`config.mk`:
```
export PLATFORM = sky130hd
export DESIGN_NAME = iprt_ctrl
export DESIGN_NICKNAME = d
export VERILOG_FILES = /design/src/design/iprt_pkg.sv /design/src/design/iprt_ctrl.sv
export SDC_FILE = /design/constraint.sdc
export NUM_CORES = 1
export LEC_CHECK = 0
export ABC_AREA = 0
export BUFFER_PORTS_ARGS = -buffer_cell sky130_fd_sc_hd__clkbuf_2
export CAP_MARGIN = 20
export CORE_AREA = 2 2 39 41
export DETAILED_ROUTE_END_ITERATION = 6
export DIE_AREA = 0 0 41 43
export SLEW_MARGIN = 10
export SYNTH_ARGS = -nofsm -noshare
export SYNTH_HDL_FRONTEND = slang
export SYNTH_SLANG_ARGS = --single-unit
export TNS_END_PERCENT = 50
```
`constraint.sdc`:
```
create_clock -name i_clk -period 1.8 [get_ports i_clk]
set_input_delay 0.36 -clock i_clk [delete_from_list [all_inputs] [get_ports i_clk]]
set_output_delay 0.36 -clock i_clk [all_outputs]
set_load 0.005 [all_outputs]
```
`src/design/iprt_pkg.sv`:
```
// Shared constants, codes and controller/datapath link types for the prefix rule trie.
`default_nettype none

package iprt_pkg;

    localparam int unsigned ADDR_W = 32;
    localparam int unsigned PLEN_W = 6;
    localparam int unsigned STS_W  = 2;

    localparam logic [PLEN_W-1:0] MAX_DEPTH = PLEN_W'(32);

    localparam logic OP_ADD   = 1'b0;
    localparam logic OP_QUERY = 1'b1;

    localparam logic [STS_W-1:0] STS_DONE   = 2'd0;
    localparam logic [STS_W-1:0] STS_SHADOW = 2'd1;
    localparam logic [STS_W-1:0] STS_FULL   = 2'd2;

    typedef struct packed {
        logic init;
        logic start;
        logic step;
        logic load_out;
    } t_cmd;

    typedef struct packed {
        logic done;
    } t_sts;

endpackage

`default_nettype wire

```
`src/design/iprt_ctrl.sv`:
```
// Controller of the prefix rule trie: sequences root set-up, the trie walk and the handshakes.
`default_nettype none

module iprt_ctrl import iprt_pkg::*; (
    input  wire       i_clk,
    input  wire       i_rst_n,
    input  wire       i_in_valid,
    output logic      o_in_ready,
    output logic      o_out_valid,
    input  wire       i_out_ready,
    output t_cmd      o_cmd,
    input  wire t_sts i_sts
);

    typedef enum logic [1:0] {
        ST_INIT,
        ST_IDLE,
        ST_WALK,
        ST_HOLD
    } t_state;

    t_state r_state;
    logic   r_out_valid;
    logic   w_out_free;

    assign w_out_free = !r_out_valid || i_out_ready;

    assign o_in_ready     = (r_state == ST_IDLE);
    assign o_cmd.init     = (r_state == ST_INIT);
    assign o_cmd.start    = (r_state == ST_IDLE) && i_in_valid;
    assign o_cmd.step     = (r_state == ST_WALK);
    assign o_cmd.load_out = (r_state == ST_HOLD) && w_out_free;
    assign o_out_valid    = r_out_valid;

    always_ff @(posedge i_clk) begin
        if (!i_rst_n) begin
            r_state     <= ST_INIT;
            r_out_valid <= 1'b0;
        end else begin
            if ((r_state == ST_HOLD) && w_out_free) begin
                r_out_valid <= 1'b1;
            end else if (r_out_valid && i_out_ready) begin
                r_out_valid <= 1'b0;
            end
            case (r_state)
                ST_INIT: begin
                    r_state <= ST_IDLE;
                end
                ST_IDLE: begin
                    if (i_in_valid) begin
                        r_state <= ST_WALK;
                    end
                end
                ST_WALK: begin
                    if (i_sts.done) begin
                        r_state <= ST_HOLD;
                    end
                end
                ST_HOLD: begin
                    if (w_out_free) begin
                        r_state <= ST_IDLE;
                    end
                end
                default: begin
                    r_state <= ST_INIT;
                end
            endcase
        end
    end

endmodule

`default_nettype wire

```
==> impl_metrics.py <==
metrics = {
    "run_status": {
        "status": "complete, no violations",
    },
    "timing": {
        "finalSetupTns_ns": 0,
        "finalHoldViolCount": 0,
        "worst_pin_slew_ns": 0.5361,
        "slew_violations": 0,
        "holdWs_ns": 0.4083,
        "fmax_mhz": 653.5,
        "setup_violations": 0,
        "layout_min_cycle_time_ns": 1.530,
        "fin_crit_sh_pct": 85.01,
        "relSlewSlack_pct": 64.26,
        "rsz0062_at_grt": "no",
        "fin_skew_ns": 0.0008051,
        "finalWorstSetupSlack_ns": 0.2697,
    },
    "logic_synthesis": {
        "syn_avg_cell_area_um2": 9.248,
        "ys_warn_count": 0,
        "seq_area_frac_synth_pct": 28.24,
        "synth.cell_area_um2": 212.7,
        "synth_cell_types": 10,
        "syn-num-nets": 33,
        "synthCells": 23,
        "ys_ff_latch": 3,
    },
    "cts": {
        "cts.sinks": 3,
        "postCtsHoldBufs": 0,
        "tritoncts": "yes",
        "cts_buffer_depth": 2,
        "numCtsBuffers": 3,
        "root_buffer": "clkbuf_4",
        "clock_latency_ns": 0.23,
        "postCtsResizedCells": 0,
        "clk_pin_slew_ns": 0.04,
        "postCtsSetupRepairBufs": 0,
        "h-tree-depth": 1,
    },
    "worst_setup_path": {
        "crit_required_ns": 1.96,
        "criticalPathCategory": "reg2reg",
        "end_kind": "flop",
        "critPathMaxFanout": 5,
        "cp.arrival_ns": 1.69,
        "start_kind": "flop",
    },
    "job": {
        "max_cap_violations": 0,
    },
    "drt": {
        "drtAntennaViolNets": 0,
        "route.met2.wl_um": 186,
        "top_layer_used": "met4",
        "drc": 0,
        "vias": 193,
        "firstDrtPassIters": 4,
        "avgViaCountPerCell": 3.642,
        "wl_met1_um": 181,
        "drt-initial-drc-count": 2,
        "wl_per_cell_um": 7.830,
        "wl_met3_um": 38,
        "wl_um": 415,
    },
    "cells_and_area": {
        "postLayoutCoreUtil_pct": 22.33,
        "antenna_cells": 0,
        "fillers": 161,
        "num-nets-final": 48,
        "syn_to_final_growth_pct": 45.29,
        "regArea_um2": 60.06,
        "stdcell_count": 53,
        "final_area_um2": 309.0,
        "drive_gt1_share_pct": 35.14,
        "multiInputGateArea_um2": 137.6,
    },
    "floorplanning": {
        "start_util_pct": 15.37,
        "rows": 14,
        "core-area_um2": 1384,
        "die_w_um": 41,
        "die_h_um": 43,
        "ios": 11,
        "dieArea_um2": 1763,
    },
    "power": {
        "report.power.total_mw": 0.4391,
        "peakVddDrop_mv": 0.2757,
        "total_leakage_power_nw": 0.1760,
        "powerDensity_nw_per_um2": 1421,
    },
    "global_route": {
        "grt_start_max_net_pins": 6,
        "grt_pass1_vias": 182,
        "grt_pass1_wl_um": 683,
        "grt_usage_pct": 6.520,
        "gr-total-overflow": 0,
        "antenna_found_initial": 0,
    },
    "placement": {
        "placement.io_buffers": 10,
        "placed_cells": 49,
        "place_area_um2": 282.8,
        "dp_slack_ns": 0.2590,
        "gp_congestion": 0.5867,
        "hpwl_um": 346.8,
    },
    "worst_hold_path": {
        "hold_class": "in2reg",
    },
}
==> cells in the final DEF (no fill, tap or decap), drive strengths merged <==
cell / count
clkbuf: 14
ha: 5
o21a: 1
inv: 4
nor2b: 2
a222oi: 1
dfxtp: 3
nand2: 3
or2b: 1
mux2i: 2
and2: 1
==> logic make-up after synthesis <==
kind of cell               count (synthesis)  synth area share [%]
muxes                                      2                 9.412
buffers and inverters                      4                 7.057
DFF                                        3                 28.24
and+or+nand+nor                            7                 17.65
adders and majority gates                  5                 29.41
AOI/OAI and AO/OA                          2                 8.237
==> cells in the mapped netlist (all sizes together) <==
master | count | area share, %
dfxtp | 3 | 28
nor2b | 2 | 5.9
a222oi | 1 | 4.7
ha | 5 | 29
o21a | 1 | 3.5
inv | 4 | 7.1
nand2 | 3 | 5.3
or2b | 1 | 3.5
mux2i | 2 | 9.4
and2 | 1 | 2.9
==> worst paths after layout <==
| path | startpoint | endpoint | slack [ns] | depth (start not counted) |
|---|---|---|---|---|
| worst min register to register | r_state[1] | r_state[1] | 0.50 | 2 |
| worst max register to register | r_state[0] | r_state[0] | 0.27 | 4 |
| worst min-delay path | i_rst_n | o_out_valid | 0.41 | 2 |
| worst max-delay path | r_state[0] | r_state[0] | 0.27 | 4 |
==> worst max-delay path: stages (launching register included) <==
cell and delay [ns]:
dfxtp_1 0.39, inv_1 0.09, ha_1 0.22, a222oi_1 0.52, mux2i_1 0.24
==> metal layers <==
layer  vias up  track usage (%)
met5         -                0
met4         0            8.000
met3         2            3.141
met2        11            8.438
met1        79            6.410
li1        101                -
==> area by class of cell <==
cell class | instances | share of cell area, %
Clock buffer | 4 | 8.502
Timing Repair Buffer | 10 | 16.19
Sequential cell | 3 | 19.43
Tap cell | 16 | 6.478
Multi-Input combinational cell | 16 | 44.53
Inverter | 4 | 4.858
==> state kept, by name (all words and copies together) (netlist names) <==
signal	flops
o_out_valid	1
r_state	2
==> report_power, final <==
part / internal [mW] / total, mW / switching, mW
combinational: 0.104 / 0.203 / 0.0989
clock: 0.0830 / 0.117 / 0.0342
sequential: 0.0932 / 0.119 / 0.0259
total: 0.280 / 0.439 / 0.159
No activity file was read; power rests on OpenSTA's default activity.
